===== src/rtl/convex_hull_graham_scan_core_macros.svh =====
// assertion macros shared by the convex hull core
`ifndef CONVEX_HULL_GRAHAM_SCAN_CORE_MACROS_SVH
`define CONVEX_HULL_GRAHAM_SCAN_CORE_MACROS_SVH

// property checked at every clock edge outside reset
`define CHGS_ASSERT(label, prop, msg) \
   label: assert property (@(posedge clock) disable iff (reset) prop) else $error(msg);

// antecedent in one cycle, consequent in the next
`define CHGS_ASSERT_NEXT(label, ante, cons, msg) \
   label: assert property (@(posedge clock) disable iff (reset) ante |=> cons) else $error(msg);

`endif


===== src/rtl/chgs_pkg.sv =====
// ----------------------------------------------------------------------------
// chgs_pkg
// Shared constants, command codes and status type of the convex hull core.
// ----------------------------------------------------------------------------
`default_nettype none

package chgs_pkg;

   localparam int MAX_POINTS = 32;
   localparam int COORD_BITS = 10;
   localparam int IDX_BITS   = $clog2(MAX_POINTS);
   localparam int CNT_BITS   = $clog2(MAX_POINTS + 1);
   localparam int DIFF_BITS  = COORD_BITS + 2;
   localparam int PROD_BITS  = 2 * DIFF_BITS;
   localparam int RES_BITS   = PROD_BITS + 1;

   typedef enum logic [4:0] {
      CMD_NOP,
      CMD_LOAD,
      CMD_CLEAR,
      CMD_SET_I0,
      CMD_RD_ST_I,
      CMD_OUT_ST,
      CMD_PIV_CMP,
      CMD_ORD0,
      CMD_ORD_FILL,
      CMD_SORT_INIT,
      CMD_RD_ORD_I,
      CMD_FETCH_V,
      CMD_LD_A,
      CMD_RD_ORD_J,
      CMD_FETCH_W,
      CMD_LD_B,
      CMD_MODE_CROSS,
      CMD_MODE_DIST,
      CMD_SHIFT,
      CMD_PLACE,
      CMD_SC_FIRST,
      CMD_LD_O,
      CMD_PUSH,
      CMD_POP,
      CMD_RD_STK_POP,
      CMD_STK_FETCH,
      CMD_RD_STK_I,
      CMD_OUT_HULL
   } cmd_type;

   typedef struct packed {
      logic load_done;
      logic cnt_lt3;
      logic i_last;
      logic j_gt1;
      logic res_pos;
      logic res_neg;
      logic top_ge2;
      logic top_ge3;
      logic emit_last;
      logic rsp_free;
   } status_type;

endpackage

`default_nettype wire


===== src/rtl/chgs_datapath.sv =====
// ----------------------------------------------------------------------------
// chgs_datapath
// Point store, order and stack memories, counters, cross product unit and
// result register, all driven by one command per cycle.
// ----------------------------------------------------------------------------
`default_nettype none
`include "convex_hull_graham_scan_core_macros.svh"

module chgs_datapath
   import chgs_pkg::*;
(
   input  wire                    clock,
   input  wire                    reset,
   input  cmd_type                cmd,
   output status_type             status,
   input  wire                    req_valid,
   output logic                   req_ready,
   input  wire [COORD_BITS-1:0]   req_point_x,
   input  wire [COORD_BITS-1:0]   req_point_y,
   input  wire                    req_last_point,
   output logic                   rsp_valid,
   input  wire                    rsp_ready,
   output logic [COORD_BITS-1:0]  rsp_hull_x,
   output logic [COORD_BITS-1:0]  rsp_hull_y,
   output logic                   rsp_last_vertex,
   output logic                   rsp_overflow
);

   logic [COORD_BITS-1:0] st_x_mem [MAX_POINTS];
   logic [COORD_BITS-1:0] st_y_mem [MAX_POINTS];
   logic [IDX_BITS-1:0]   ord_mem  [MAX_POINTS];
   logic [IDX_BITS-1:0]   stk_mem  [MAX_POINTS];

   logic [COORD_BITS-1:0] st_rx_ff, st_ry_ff;
   logic [IDX_BITS-1:0]   ord_rd_ff, stk_rd_ff;

   logic [CNT_BITS-1:0]   cnt_ff, i_ff, j_ff, top_ff;
   logic                  ovf_ff;
   logic [IDX_BITS-1:0]   piv_ff, v_ff, w_ff;
   logic [COORD_BITS-1:0] o_x_ff, o_y_ff, a_x_ff, a_y_ff, b_x_ff, b_y_ff;
   logic                  mode_ff;

   logic signed [DIFF_BITS-1:0] m0a_ff, m0b_ff, m1a_ff, m1b_ff;
   logic signed [DIFF_BITS-1:0] m0a_in, m0b_in, m1a_in, m1b_in;
   logic signed [PROD_BITS-1:0] p0_ff, p1_ff;
   logic signed [RES_BITS-1:0]  res_ff;

   logic                  rsp_valid_ff, rsp_last_ff, rsp_ovf_ff;
   logic [COORD_BITS-1:0] rsp_x_ff, rsp_y_ff;

   logic                  accept, rsp_free, cnt_lt_max;
   logic                  st_we, st_re, ord_we, ord_re, stk_we, stk_re;
   logic [IDX_BITS-1:0]   st_raddr, ord_waddr, ord_wdata, ord_raddr;
   logic [IDX_BITS-1:0]   stk_waddr, stk_wdata, stk_raddr;
   logic [CNT_BITS-1:0]   i_inc, j_dec, top_dec, top_dec2;
   logic                  piv_take;

   logic signed [DIFF_BITS-1:0] ox_e, oy_e, ax_e, ay_e, bx_e, by_e;

   assign req_ready  = (cmd == CMD_LOAD);
   assign accept     = req_ready && req_valid;
   assign rsp_free   = !rsp_valid_ff || rsp_ready;
   assign cnt_lt_max = (cnt_ff < CNT_BITS'(MAX_POINTS));
   assign i_inc      = i_ff + CNT_BITS'(1);
   assign j_dec      = j_ff - CNT_BITS'(1);
   assign top_dec    = top_ff - CNT_BITS'(1);
   assign top_dec2   = top_ff - CNT_BITS'(2);

   assign piv_take = (i_ff == '0) || (st_ry_ff < o_y_ff) ||
                     ((st_ry_ff == o_y_ff) && (st_rx_ff < o_x_ff));

   always_comb begin
      status.load_done = accept && req_last_point;
      status.cnt_lt3   = (cnt_ff < CNT_BITS'(3));
      status.i_last    = (i_inc == cnt_ff);
      status.j_gt1     = (j_ff > CNT_BITS'(1));
      status.res_pos   = !res_ff[RES_BITS-1] && (res_ff != '0);
      status.res_neg   = res_ff[RES_BITS-1];
      status.top_ge2   = (top_ff >= CNT_BITS'(2));
      status.top_ge3   = (top_ff >= CNT_BITS'(3));
      status.emit_last = (i_inc == top_ff);
      status.rsp_free  = rsp_free;
   end

   // memory port selection
   always_comb begin
      st_we     = accept && cnt_lt_max;
      st_re     = 1'b0;
      st_raddr  = i_ff[IDX_BITS-1:0];
      ord_we    = 1'b0;
      ord_waddr = j_ff[IDX_BITS-1:0];
      ord_wdata = v_ff;
      ord_re    = 1'b0;
      ord_raddr = i_ff[IDX_BITS-1:0];
      stk_we    = 1'b0;
      stk_waddr = top_ff[IDX_BITS-1:0];
      stk_wdata = v_ff;
      stk_re    = 1'b0;
      stk_raddr = i_ff[IDX_BITS-1:0];
      case (cmd)
         CMD_RD_ST_I: st_re = 1'b1;
         CMD_FETCH_V, CMD_FETCH_W: begin
            st_re    = 1'b1;
            st_raddr = ord_rd_ff;
         end
         CMD_SC_FIRST: begin
            st_re     = 1'b1;
            st_raddr  = ord_rd_ff;
            stk_we    = 1'b1;
            stk_waddr = i_ff[IDX_BITS-1:0];
            stk_wdata = ord_rd_ff;
         end
         CMD_STK_FETCH: begin
            st_re    = 1'b1;
            st_raddr = stk_rd_ff;
         end
         CMD_ORD0: begin
            ord_we    = 1'b1;
            ord_waddr = '0;
            ord_wdata = piv_ff;
         end
         CMD_ORD_FILL: begin
            ord_we    = (i_ff[IDX_BITS-1:0] != piv_ff);
            ord_wdata = i_ff[IDX_BITS-1:0];
         end
         CMD_SHIFT: begin
            ord_we    = 1'b1;
            ord_wdata = w_ff;
         end
         CMD_PLACE:    ord_we = 1'b1;
         CMD_RD_ORD_I: ord_re = 1'b1;
         CMD_RD_ORD_J: begin
            ord_re    = 1'b1;
            ord_raddr = j_dec[IDX_BITS-1:0];
         end
         CMD_PUSH:     stk_we = 1'b1;
         CMD_RD_STK_I: stk_re = 1'b1;
         CMD_RD_STK_POP: begin
            stk_re    = 1'b1;
            stk_raddr = top_dec2[IDX_BITS-1:0];
         end
         default: ;
      endcase
   end

   always_ff @(posedge clock) begin
      if (st_we) begin
         st_x_mem[cnt_ff[IDX_BITS-1:0]] <= req_point_x;
         st_y_mem[cnt_ff[IDX_BITS-1:0]] <= req_point_y;
      end
      if (st_re) begin
         st_rx_ff <= st_x_mem[st_raddr];
         st_ry_ff <= st_y_mem[st_raddr];
      end
   end

   always_ff @(posedge clock) begin
      if (ord_we) ord_mem[ord_waddr] <= ord_wdata;
      if (ord_re) ord_rd_ff <= ord_mem[ord_raddr];
   end

   always_ff @(posedge clock) begin
      if (stk_we) stk_mem[stk_waddr] <= stk_wdata;
      if (stk_re) stk_rd_ff <= stk_mem[stk_raddr];
   end

   // result valid: set by an output command, cleared when taken
   always_ff @(posedge clock) begin
      if (reset) begin
         rsp_valid_ff <= 1'b0;
      end else if (cmd == CMD_OUT_ST || cmd == CMD_OUT_HULL) begin
         rsp_valid_ff <= 1'b1;
      end else if (rsp_ready) begin
         rsp_valid_ff <= 1'b0;
      end
   end

   // counters, operand registers, result register
   always_ff @(posedge clock) begin
      if (reset) begin
         cnt_ff       <= '0;
         i_ff         <= '0;
         j_ff         <= '0;
         top_ff       <= '0;
         ovf_ff       <= 1'b0;
         mode_ff      <= 1'b0;
      end else begin
         unique case (cmd)
            CMD_LOAD: begin
               if (accept) begin
                  if (cnt_lt_max) cnt_ff <= cnt_ff + CNT_BITS'(1);
                  else ovf_ff <= 1'b1;
               end
            end
            CMD_CLEAR: begin
               cnt_ff <= '0;
               ovf_ff <= 1'b0;
               i_ff   <= '0;
            end
            CMD_SET_I0: i_ff <= '0;
            CMD_OUT_ST, CMD_OUT_HULL: begin
               rsp_x_ff     <= st_rx_ff;
               rsp_y_ff     <= st_ry_ff;
               rsp_ovf_ff   <= ovf_ff;
               rsp_last_ff  <= (cmd == CMD_OUT_ST) ? status.i_last : status.emit_last;
               i_ff         <= i_inc;
            end
            CMD_PIV_CMP: begin
               if (piv_take) begin
                  piv_ff <= i_ff[IDX_BITS-1:0];
                  o_x_ff <= st_rx_ff;
                  o_y_ff <= st_ry_ff;
               end
               i_ff <= i_inc;
            end
            CMD_ORD0: begin
               i_ff <= '0;
               j_ff <= CNT_BITS'(1);
            end
            CMD_ORD_FILL: begin
               if (i_ff[IDX_BITS-1:0] != piv_ff) j_ff <= j_ff + CNT_BITS'(1);
               i_ff <= i_inc;
            end
            CMD_SORT_INIT: i_ff <= CNT_BITS'(2);
            CMD_FETCH_V: begin
               v_ff <= ord_rd_ff;
               j_ff <= i_ff;
            end
            CMD_FETCH_W:    w_ff <= ord_rd_ff;
            CMD_LD_A: begin
               a_x_ff <= st_rx_ff;
               a_y_ff <= st_ry_ff;
            end
            CMD_LD_B: begin
               b_x_ff <= st_rx_ff;
               b_y_ff <= st_ry_ff;
            end
            CMD_LD_O: begin
               o_x_ff <= st_rx_ff;
               o_y_ff <= st_ry_ff;
            end
            CMD_MODE_CROSS: mode_ff <= 1'b0;
            CMD_MODE_DIST:  mode_ff <= 1'b1;
            CMD_SHIFT:      j_ff <= j_dec;
            CMD_PLACE:      i_ff <= i_inc;
            CMD_SC_FIRST: begin
               top_ff <= i_inc;
               i_ff   <= i_inc;
            end
            CMD_PUSH: begin
               top_ff <= top_ff + CNT_BITS'(1);
               o_x_ff <= a_x_ff;
               o_y_ff <= a_y_ff;
               a_x_ff <= b_x_ff;
               a_y_ff <= b_y_ff;
               i_ff   <= i_inc;
            end
            CMD_POP: begin
               top_ff <= top_dec;
               a_x_ff <= o_x_ff;
               a_y_ff <= o_y_ff;
            end
            default: ;
         endcase
      end
   end

   // cross product / distance difference unit, three register stages
   assign ox_e = $signed({2'b00, o_x_ff});
   assign oy_e = $signed({2'b00, o_y_ff});
   assign ax_e = $signed({2'b00, a_x_ff});
   assign ay_e = $signed({2'b00, a_y_ff});
   assign bx_e = $signed({2'b00, b_x_ff});
   assign by_e = $signed({2'b00, b_y_ff});

   always_comb begin
      if (mode_ff) begin
         // |a-o|^2 - |b-o|^2 as two difference-of-squares products
         m0a_in = ax_e - bx_e;
         m0b_in = ax_e + bx_e - ox_e - ox_e;
         m1a_in = ay_e - by_e;
         m1b_in = ay_e + by_e - oy_e - oy_e;
      end else begin
         m0a_in = ax_e - ox_e;
         m0b_in = by_e - oy_e;
         m1a_in = ay_e - oy_e;
         m1b_in = bx_e - ox_e;
      end
   end

   always_ff @(posedge clock) begin
      m0a_ff <= m0a_in;
      m0b_ff <= m0b_in;
      m1a_ff <= m1a_in;
      m1b_ff <= m1b_in;
      p0_ff  <= m0a_ff * m0b_ff;
      p1_ff  <= m1a_ff * m1b_ff;
      res_ff <= mode_ff ? (RES_BITS'(p0_ff) + RES_BITS'(p1_ff))
                        : (RES_BITS'(p0_ff) - RES_BITS'(p1_ff));
   end

   assign rsp_valid       = rsp_valid_ff;
   assign rsp_hull_x      = rsp_x_ff;
   assign rsp_hull_y      = rsp_y_ff;
   assign rsp_last_vertex = rsp_last_ff;
   assign rsp_overflow    = rsp_ovf_ff;

   `CHGS_ASSERT(a_out_needs_room, (cmd == CMD_OUT_ST || cmd == CMD_OUT_HULL) |-> rsp_free, "overwrite")
   `CHGS_ASSERT(a_index_in_set, i_ff <= cnt_ff, "index ran past the point count")
   `CHGS_ASSERT_NEXT(a_stop_after_last, accept && req_last_point, !req_ready, "input after last")

endmodule

`default_nettype wire


===== src/rtl/chgs_ctrl.sv =====
// ----------------------------------------------------------------------------
// chgs_ctrl
// Sequencer for load, pivot search, insertion sort, scan and emission.
// ----------------------------------------------------------------------------
`default_nettype none

module chgs_ctrl
   import chgs_pkg::*;
(
   input  wire        clock,
   input  wire        reset,
   input  status_type status,
   output cmd_type    cmd
);

   localparam int NS = 39;

   typedef enum logic [NS-1:0] {
      ST_LOAD    = NS'(1) << 0,
      ST_START   = NS'(1) << 1,
      ST_SM_RD   = NS'(1) << 2,
      ST_SM_OUT  = NS'(1) << 3,
      ST_DONE    = NS'(1) << 4,
      ST_PV_RD   = NS'(1) << 5,
      ST_PV_CMP  = NS'(1) << 6,
      ST_OD_INIT = NS'(1) << 7,
      ST_OD_FILL = NS'(1) << 8,
      ST_SO_INIT = NS'(1) << 9,
      ST_SO_RDV  = NS'(1) << 10,
      ST_SO_FV   = NS'(1) << 11,
      ST_SO_LDV  = NS'(1) << 12,
      ST_SO_CHK  = NS'(1) << 13,
      ST_SO_FW   = NS'(1) << 14,
      ST_SO_LDW  = NS'(1) << 15,
      ST_SO_MX   = NS'(1) << 16,
      ST_AR_WAIT = NS'(1) << 17,
      ST_SO_DX   = NS'(1) << 18,
      ST_SO_DD   = NS'(1) << 19,
      ST_SC_INIT = NS'(1) << 20,
      ST_SC_RD0  = NS'(1) << 21,
      ST_SC_F0   = NS'(1) << 22,
      ST_SC_LO   = NS'(1) << 23,
      ST_SC_RD1  = NS'(1) << 24,
      ST_SC_F1   = NS'(1) << 25,
      ST_SC_LA   = NS'(1) << 26,
      ST_SC_RDI  = NS'(1) << 27,
      ST_SC_FI   = NS'(1) << 28,
      ST_SC_LB   = NS'(1) << 29,
      ST_SC_CHK  = NS'(1) << 30,
      ST_SC_DEC  = NS'(1) << 31,
      ST_SC_PR   = NS'(1) << 32,
      ST_SC_PF   = NS'(1) << 33,
      ST_SC_PL   = NS'(1) << 34,
      ST_EM_INIT = NS'(1) << 35,
      ST_EM_RD   = NS'(1) << 36,
      ST_EM_F    = NS'(1) << 37,
      ST_EM_OUT  = NS'(1) << 38
   } state_type;

   state_type state_ff, state_in, ret_ff, ret_in;
   logic [1:0] wait_ff, wait_in;

   always_comb begin
      state_in = state_ff;
      ret_in   = ret_ff;
      wait_in  = 2'd0;
      cmd      = CMD_NOP;
      unique case (state_ff)
         ST_LOAD: begin
            cmd = CMD_LOAD;
            if (status.load_done) state_in = ST_START;
         end
         ST_START: begin
            cmd      = CMD_SET_I0;
            state_in = status.cnt_lt3 ? ST_SM_RD : ST_PV_RD;
         end
         ST_SM_RD: begin
            cmd      = CMD_RD_ST_I;
            state_in = ST_SM_OUT;
         end
         ST_SM_OUT: begin
            if (status.rsp_free) begin
               cmd      = CMD_OUT_ST;
               state_in = status.i_last ? ST_DONE : ST_SM_RD;
            end
         end
         ST_DONE: begin
            cmd      = CMD_CLEAR;
            state_in = ST_LOAD;
         end
         ST_PV_RD: begin
            cmd      = CMD_RD_ST_I;
            state_in = ST_PV_CMP;
         end
         ST_PV_CMP: begin
            cmd      = CMD_PIV_CMP;
            state_in = status.i_last ? ST_OD_INIT : ST_PV_RD;
         end
         ST_OD_INIT: begin
            cmd      = CMD_ORD0;
            state_in = ST_OD_FILL;
         end
         ST_OD_FILL: begin
            cmd = CMD_ORD_FILL;
            if (status.i_last) state_in = ST_SO_INIT;
         end
         ST_SO_INIT: begin
            cmd      = CMD_SORT_INIT;
            state_in = ST_SO_RDV;
         end
         ST_SO_RDV: begin
            cmd      = CMD_RD_ORD_I;
            state_in = ST_SO_FV;
         end
         ST_SO_FV: begin
            cmd      = CMD_FETCH_V;
            state_in = ST_SO_LDV;
         end
         ST_SO_LDV: begin
            cmd      = CMD_LD_A;
            state_in = ST_SO_CHK;
         end
         ST_SO_CHK: begin
            if (status.j_gt1) begin
               cmd      = CMD_RD_ORD_J;
               state_in = ST_SO_FW;
            end else begin
               cmd      = CMD_PLACE;
               state_in = status.i_last ? ST_SC_INIT : ST_SO_RDV;
            end
         end
         ST_SO_FW: begin
            cmd      = CMD_FETCH_W;
            state_in = ST_SO_LDW;
         end
         ST_SO_LDW: begin
            cmd      = CMD_LD_B;
            state_in = ST_SO_MX;
         end
         ST_SO_MX: begin
            cmd      = CMD_MODE_CROSS;
            ret_in   = ST_SO_DX;
            state_in = ST_AR_WAIT;
         end
         ST_AR_WAIT: begin
            // product pipeline is three registers deep
            wait_in = wait_ff + 2'd1;
            if (wait_ff == 2'd2) state_in = ret_ff;
         end
         ST_SO_DX: begin
            if (status.res_pos) begin
               cmd      = CMD_SHIFT;
               state_in = ST_SO_CHK;
            end else if (status.res_neg) begin
               cmd      = CMD_PLACE;
               state_in = status.i_last ? ST_SC_INIT : ST_SO_RDV;
            end else begin
               // same angle: nearer point first
               cmd      = CMD_MODE_DIST;
               ret_in   = ST_SO_DD;
               state_in = ST_AR_WAIT;
            end
         end
         ST_SO_DD: begin
            if (status.res_neg) begin
               cmd      = CMD_SHIFT;
               state_in = ST_SO_CHK;
            end else begin
               cmd      = CMD_PLACE;
               state_in = status.i_last ? ST_SC_INIT : ST_SO_RDV;
            end
         end
         ST_SC_INIT: begin
            cmd      = CMD_SET_I0;
            state_in = ST_SC_RD0;
         end
         ST_SC_RD0: begin
            cmd      = CMD_RD_ORD_I;
            state_in = ST_SC_F0;
         end
         ST_SC_F0: begin
            cmd      = CMD_SC_FIRST;
            state_in = ST_SC_LO;
         end
         ST_SC_LO: begin
            cmd      = CMD_LD_O;
            state_in = ST_SC_RD1;
         end
         ST_SC_RD1: begin
            cmd      = CMD_RD_ORD_I;
            state_in = ST_SC_F1;
         end
         ST_SC_F1: begin
            cmd      = CMD_SC_FIRST;
            state_in = ST_SC_LA;
         end
         ST_SC_LA: begin
            cmd      = CMD_LD_A;
            state_in = ST_SC_RDI;
         end
         ST_SC_RDI: begin
            cmd      = CMD_RD_ORD_I;
            state_in = ST_SC_FI;
         end
         ST_SC_FI: begin
            cmd      = CMD_FETCH_V;
            state_in = ST_SC_LB;
         end
         ST_SC_LB: begin
            cmd      = CMD_LD_B;
            state_in = ST_SC_CHK;
         end
         ST_SC_CHK: begin
            if (status.top_ge2) begin
               cmd      = CMD_MODE_CROSS;
               ret_in   = ST_SC_DEC;
               state_in = ST_AR_WAIT;
            end else begin
               cmd      = CMD_PUSH;
               state_in = status.i_last ? ST_EM_INIT : ST_SC_RDI;
            end
         end
         ST_SC_DEC: begin
            if (status.res_pos) begin
               cmd      = CMD_PUSH;
               state_in = status.i_last ? ST_EM_INIT : ST_SC_RDI;
            end else begin
               // not a left turn: drop the top vertex
               cmd      = CMD_POP;
               state_in = status.top_ge3 ? ST_SC_PR : ST_SC_CHK;
            end
         end
         ST_SC_PR: begin
            cmd      = CMD_RD_STK_POP;
            state_in = ST_SC_PF;
         end
         ST_SC_PF: begin
            cmd      = CMD_STK_FETCH;
            state_in = ST_SC_PL;
         end
         ST_SC_PL: begin
            cmd      = CMD_LD_O;
            state_in = ST_SC_CHK;
         end
         ST_EM_INIT: begin
            cmd      = CMD_SET_I0;
            state_in = ST_EM_RD;
         end
         ST_EM_RD: begin
            cmd      = CMD_RD_STK_I;
            state_in = ST_EM_F;
         end
         ST_EM_F: begin
            cmd      = CMD_STK_FETCH;
            state_in = ST_EM_OUT;
         end
         ST_EM_OUT: begin
            if (status.rsp_free) begin
               cmd      = CMD_OUT_HULL;
               state_in = status.emit_last ? ST_DONE : ST_EM_RD;
            end
         end
         default: state_in = ST_LOAD;
      endcase
   end

   always_ff @(posedge clock) begin
      if (reset) begin
         state_ff <= ST_LOAD;
         ret_ff   <= ST_SO_DX;
         wait_ff  <= 2'd0;
      end else begin
         state_ff <= state_in;
         ret_ff   <= ret_in;
         wait_ff  <= wait_in;
      end
   end

endmodule

`default_nettype wire


===== src/rtl/convex_hull_graham_scan_core.sv =====
// ----------------------------------------------------------------------------
// convex_hull_graham_scan_core
// Graham scan convex hull of a point set loaded item by item.
// ----------------------------------------------------------------------------
// Points enter on the req channel, one item per cycle while loading; the item
// with req_last_point set closes the set. Up to 32 points are kept, further
// points are dropped and rsp_overflow is set on every vertex of that set.
// While the hull is computed req_ready stays low. Vertices leave on the rsp
// channel counterclockwise from the pivot, the final one with
// rsp_last_vertex. Sets of one or two points come back in load order.
// After the last point the sequencer runs the pivot search, the ordering,
// the insertion sort (up to n*n/2 comparisons), the scan with its pushes
// and pops, and the emission of the vertices. Their pace comes from the
// shared two-multiplier cross product unit with its three register stages
// and the single registered read port of the point store. A stalled
// rsp_ready holds the vertex and pauses the sequencer; a new set may start
// loading while the final vertex still waits.
// Synchronous reset empties the set and the output register.
// ----------------------------------------------------------------------------
`default_nettype none

module convex_hull_graham_scan_core
   import chgs_pkg::*;
(
   input  wire                    clock,
   input  wire                    reset,
   input  wire                    req_valid,
   output logic                   req_ready,
   input  wire [COORD_BITS-1:0]   req_point_x,
   input  wire [COORD_BITS-1:0]   req_point_y,
   input  wire                    req_last_point,
   output logic                   rsp_valid,
   input  wire                    rsp_ready,
   output logic [COORD_BITS-1:0]  rsp_hull_x,
   output logic [COORD_BITS-1:0]  rsp_hull_y,
   output logic                   rsp_last_vertex,
   output logic                   rsp_overflow
);

   cmd_type    cmd;
   status_type status;

   chgs_ctrl u_ctrl (
      .clock  (clock),
      .reset  (reset),
      .status (status),
      .cmd    (cmd)
   );

   chgs_datapath u_datapath (
      .clock           (clock),
      .reset           (reset),
      .cmd             (cmd),
      .status          (status),
      .req_valid       (req_valid),
      .req_ready       (req_ready),
      .req_point_x     (req_point_x),
      .req_point_y     (req_point_y),
      .req_last_point  (req_last_point),
      .rsp_valid       (rsp_valid),
      .rsp_ready       (rsp_ready),
      .rsp_hull_x      (rsp_hull_x),
      .rsp_hull_y      (rsp_hull_y),
      .rsp_last_vertex (rsp_last_vertex),
      .rsp_overflow    (rsp_overflow)
   );

endmodule

`default_nettype wire

===== config.mk =====
export PLATFORM = sky130hd
export DESIGN_NAME = convex_hull_graham_scan_core
export DESIGN_NICKNAME = d
export VERILOG_FILES = /design/src/rtl/chgs_pkg.sv /design/src/rtl/chgs_datapath.sv /design/src/rtl/chgs_ctrl.sv /design/src/rtl/convex_hull_graham_scan_core.sv
export VERILOG_INCLUDE_DIRS = /design/src /design/src/rtl
export SDC_FILE = /design/constraint.sdc
export NUM_CORES = 2
export LEC_CHECK = 0
export ABC_CLOCK_PERIOD_IN_PS = 7200
export BUFFER_PORTS_ARGS = -buffer_cell sky130_fd_sc_hd__buf_2
export CAP_MARGIN = 10
export CORE_ASPECT_RATIO = 1.25
export CORE_MARGIN = 3
export CORE_UTILIZATION = 55
export CTS_CLUSTER_SIZE = 25
export DETAILED_ROUTE_END_ITERATION = 6
export GPL_ROUTABILITY_DRIVEN = 0
export PLACE_DENSITY_LB_ADDON = 0.25
export SLEW_MARGIN = 0
export SYNTH_ARGS = -nofsm -noshare
export SYNTH_HDL_FRONTEND = slang
export SYNTH_SLANG_ARGS = --single-unit

===== constraint.sdc =====
create_clock -name clock -period 7.2 [get_ports clock]
set_input_delay 2.16 -clock clock [delete_from_list [all_inputs] [get_ports clock]]
set_output_delay 2.16 -clock clock [all_outputs]
set_load 0.05 [all_outputs]

==> impl_metrics.ini <==
[timing]
skew_ns = 0.0725
period_minus_slack_ns = 6.23
tns_ns = 0
fin_crit_sh_pct = 86.5
slew_headroom_pct = 22.3
finalMaxSlewViolations = 0
worst_pin_slew_ns = 1.15
setup_violations = 0
report.final.hold_viol_count = 0
clock.fmax_mhz = 161
grt_setup_unrepaired = false

[layout]
final_area_mm2 = 0.0719
stdcell_count = 6989
syn2layout_area_growth_pct = 9.18
drive_above_1_share_pct = 8.66
multiInputGateArea_mm2 = 0.0268
fin_util_pct = 60.6
nets = 5851
antennaDiodeCount = 0
regArea_mm2 = 0.0364
fillers = 9181

[flow_run]
maxCapViolCount = 0

[synth]
synth.avg_cell_area_um2 = 12.4
synth_mux_area_share_pct = 6.66
synth_cell_types = 88
yosys-top-cells-count = 1087 x edfxtp_1, 693 x nand2_1, 416 x inv_1
synth_edf_count = 1087
synth_area_leaders = edfxtp_1 50%, fa_1 8.3%, dfxtp_1 5.8%
synth.top_cell.area_share_pct = 49.6
synth_area_mm2 = 0.0658
synth_compound_area_share_pct = 7.68
ys_seq_area_share_pct = 55.3
synthFlopType = edfxtp_1
synthXorXnorAreaFrac_pct = 2.29
async_reset_ff_share_pct = 0
synth_top_family_by_area = adder cells
yosysWarningCount = 0
synth_most_common_cell = edfxtp_1
synth_nets = 5831
synthCells = 5295
synth-simple-area-share_pct = 11.0
synth.largest_area_cell = edfxtp_1
synth_seq_cells = 1277
yosys.area_share.adder_pct = 12.8

[cts]
cts_inserted_buffers = 119
h-tree-depth = 3
post_cts_buffers = 0
path_clk_slew_ns = 0.06
postCtsHoldBufs = 0
root_buffer = clkbuf_16
cts_tree = built
insertion_delay_ns = 0.78
cts_sinks = 1277
cts.path.max_buffers = 3
cts_resized = 0

[pwr]
peakVddDrop_mv = 0.267
power_mw = 14.9
p_per_area_mw_per_mm2 = 207
p_leak_nw = 28.6

[grt]
first_global_vias = 41000
grt.overflow.total = 0
grt_use_total_pct = 24.0
grt_pass1_wl_um = 231000
antenna_found_initial = 1
grt_max_degree = 114

[route]
totalWireLength_um = 149000
met2RoutedLength_um = 74700
first_iter_violations = 3318
route.vias.total = 41000
ant_nets = 0
highest_layer = met4
wl_per_cell_um = 21.3
met1_length_um = 60900
drt-vias-per-instance = 5.87
wl_met3_um = 7910
drc = 0
first_pass_iters = 7

[critical_path]
crit_type = flop to output pin
critPathArrivalTime_ns = 4.07
start_kind = flop
cp_max_fo = 15
crit_required_ns = 5.04
end_kind = output pin

[floorplanning]
std_cell_rows = 141
start_util_pct = 55.5
dieArea_mm2 = 0.124
die_h_um = 393
io_pins = 49
die_w_um = 315
coreArea_mm2 = 0.119

[placement]
numPlacedInstances = 6767
dpl_cell_area_mm2 = 0.0678
io_buffers = 48
hpwl_um = 104000

[min_path]
min_path_type = flop to flop

[outcome]
status = completed
area by class of cell:
class / count / share of cell area (%)
clock inverter: 69 / 1.32
sequential: 1277 / 50.7
tap: 1573 / 2.74
inverter: 418 / 2.18
clock buffer: 153 / 4.34
timing repair buffer: 143 / 1.45
multi-input combinational: 3356 / 37.3
worst max-delay path, stage by stage, from the launching register on:
cell     delay (ns)
dfxtp_1        0.43
or4_4          0.62
or4_1          0.85
nor4_1         0.59
and2_0         0.44
buf_2          0.39
cells in the final DEF, fill, tap and decap left out, types with 40 or more instances in the layout:
cell and n:
xnor2_1 114, o21ai_0 96, a32oi_1 87, xor2_1 58
nor2b_1 66, clkbuf_16 119, mux2i_1 334, ha_1 239
a211oi_1 48, o22ai_1 86, mux4_2 40, nor3_1 57
dfxtp_1 189, buf_4 88, buf_2 48, nand3_1 63
and2_1 74, nand2_1 693, a21oi_1 215, edfxtp_1 1087
fa_1 272, inv_1 416, nor4_1 41, nor2_1 276
stage by stage:
step           setup WS (ns)  hold WS, ns
6_report               0.974        0.421
5_1_grt                0.767        0.435
4_1_cts                0.987        0.421
3_5_place_dp            1.27        0.413
3_3_place_gp            1.40        0.409
2_1_floorplan           1.51        0.401
report_power, final:
part	total [mW]	switching (mW)	internal [mW]
Sequential	8.04	0.0164	8.02
Clock	6.49	2.76	3.73
Combinational	0.368	0.278	0.0901
Total	14.9	3.06	11.8
registers in the layout (all words and copies together), names as in the netlist, 11 cells and up:
signal               count
u_datapath.ord_mem     160
u_datapath.st_y_mem    320
u_datapath.p1_ff        24
u_datapath.stk_mem     160
u_datapath.res_ff       25
u_ctrl.state_ff         39
u_datapath.m0a_ff       11
u_datapath.p0_ff        24
u_datapath.st_x_mem    320
u_datapath.m0b_ff       12
u_datapath.m1b_ff       12
u_datapath.m1a_ff       11
metal layers:
layer | up-vias | global-route usage (%)
li1 | 19000 | -
met4 | 0 | 9.22
met3 | 276 | 2.98
met5 | - | 0
met1 | 20500 | 31.1
met2 | 1248 | 41.5
cells by family after synthesis:
family / Yosys count
compound gates: 763
xor+xnor: 172
fa+ha+maj: 511
buf+inv: 662
flops: 1277
mux: 387
simple gates: 1523
final timing paths:
check | start | slack, ns | depth (start not counted) | end
min | u_ctrl.wait_ff[0]$_SDFF_PP0_ | 0.42 | 1 | u_ctrl.wait_ff[0]$_SDFF_PP0_
min reg2reg | u_ctrl.wait_ff[0]$_SDFF_PP0_ | 0.42 | 1 | u_ctrl.wait_ff[0]$_SDFF_PP0_
max | u_ctrl.state_ff[16]$_SDFFE_PP0P_ | 0.97 | 5 | req_ready
max reg2reg | u_datapath.m0a_ff[7]$_DFF_P_ | 1.09 | 20 | u_datapath.p0_ff[23]$_DFF_P_
Power figures use the tool's default switching activity.
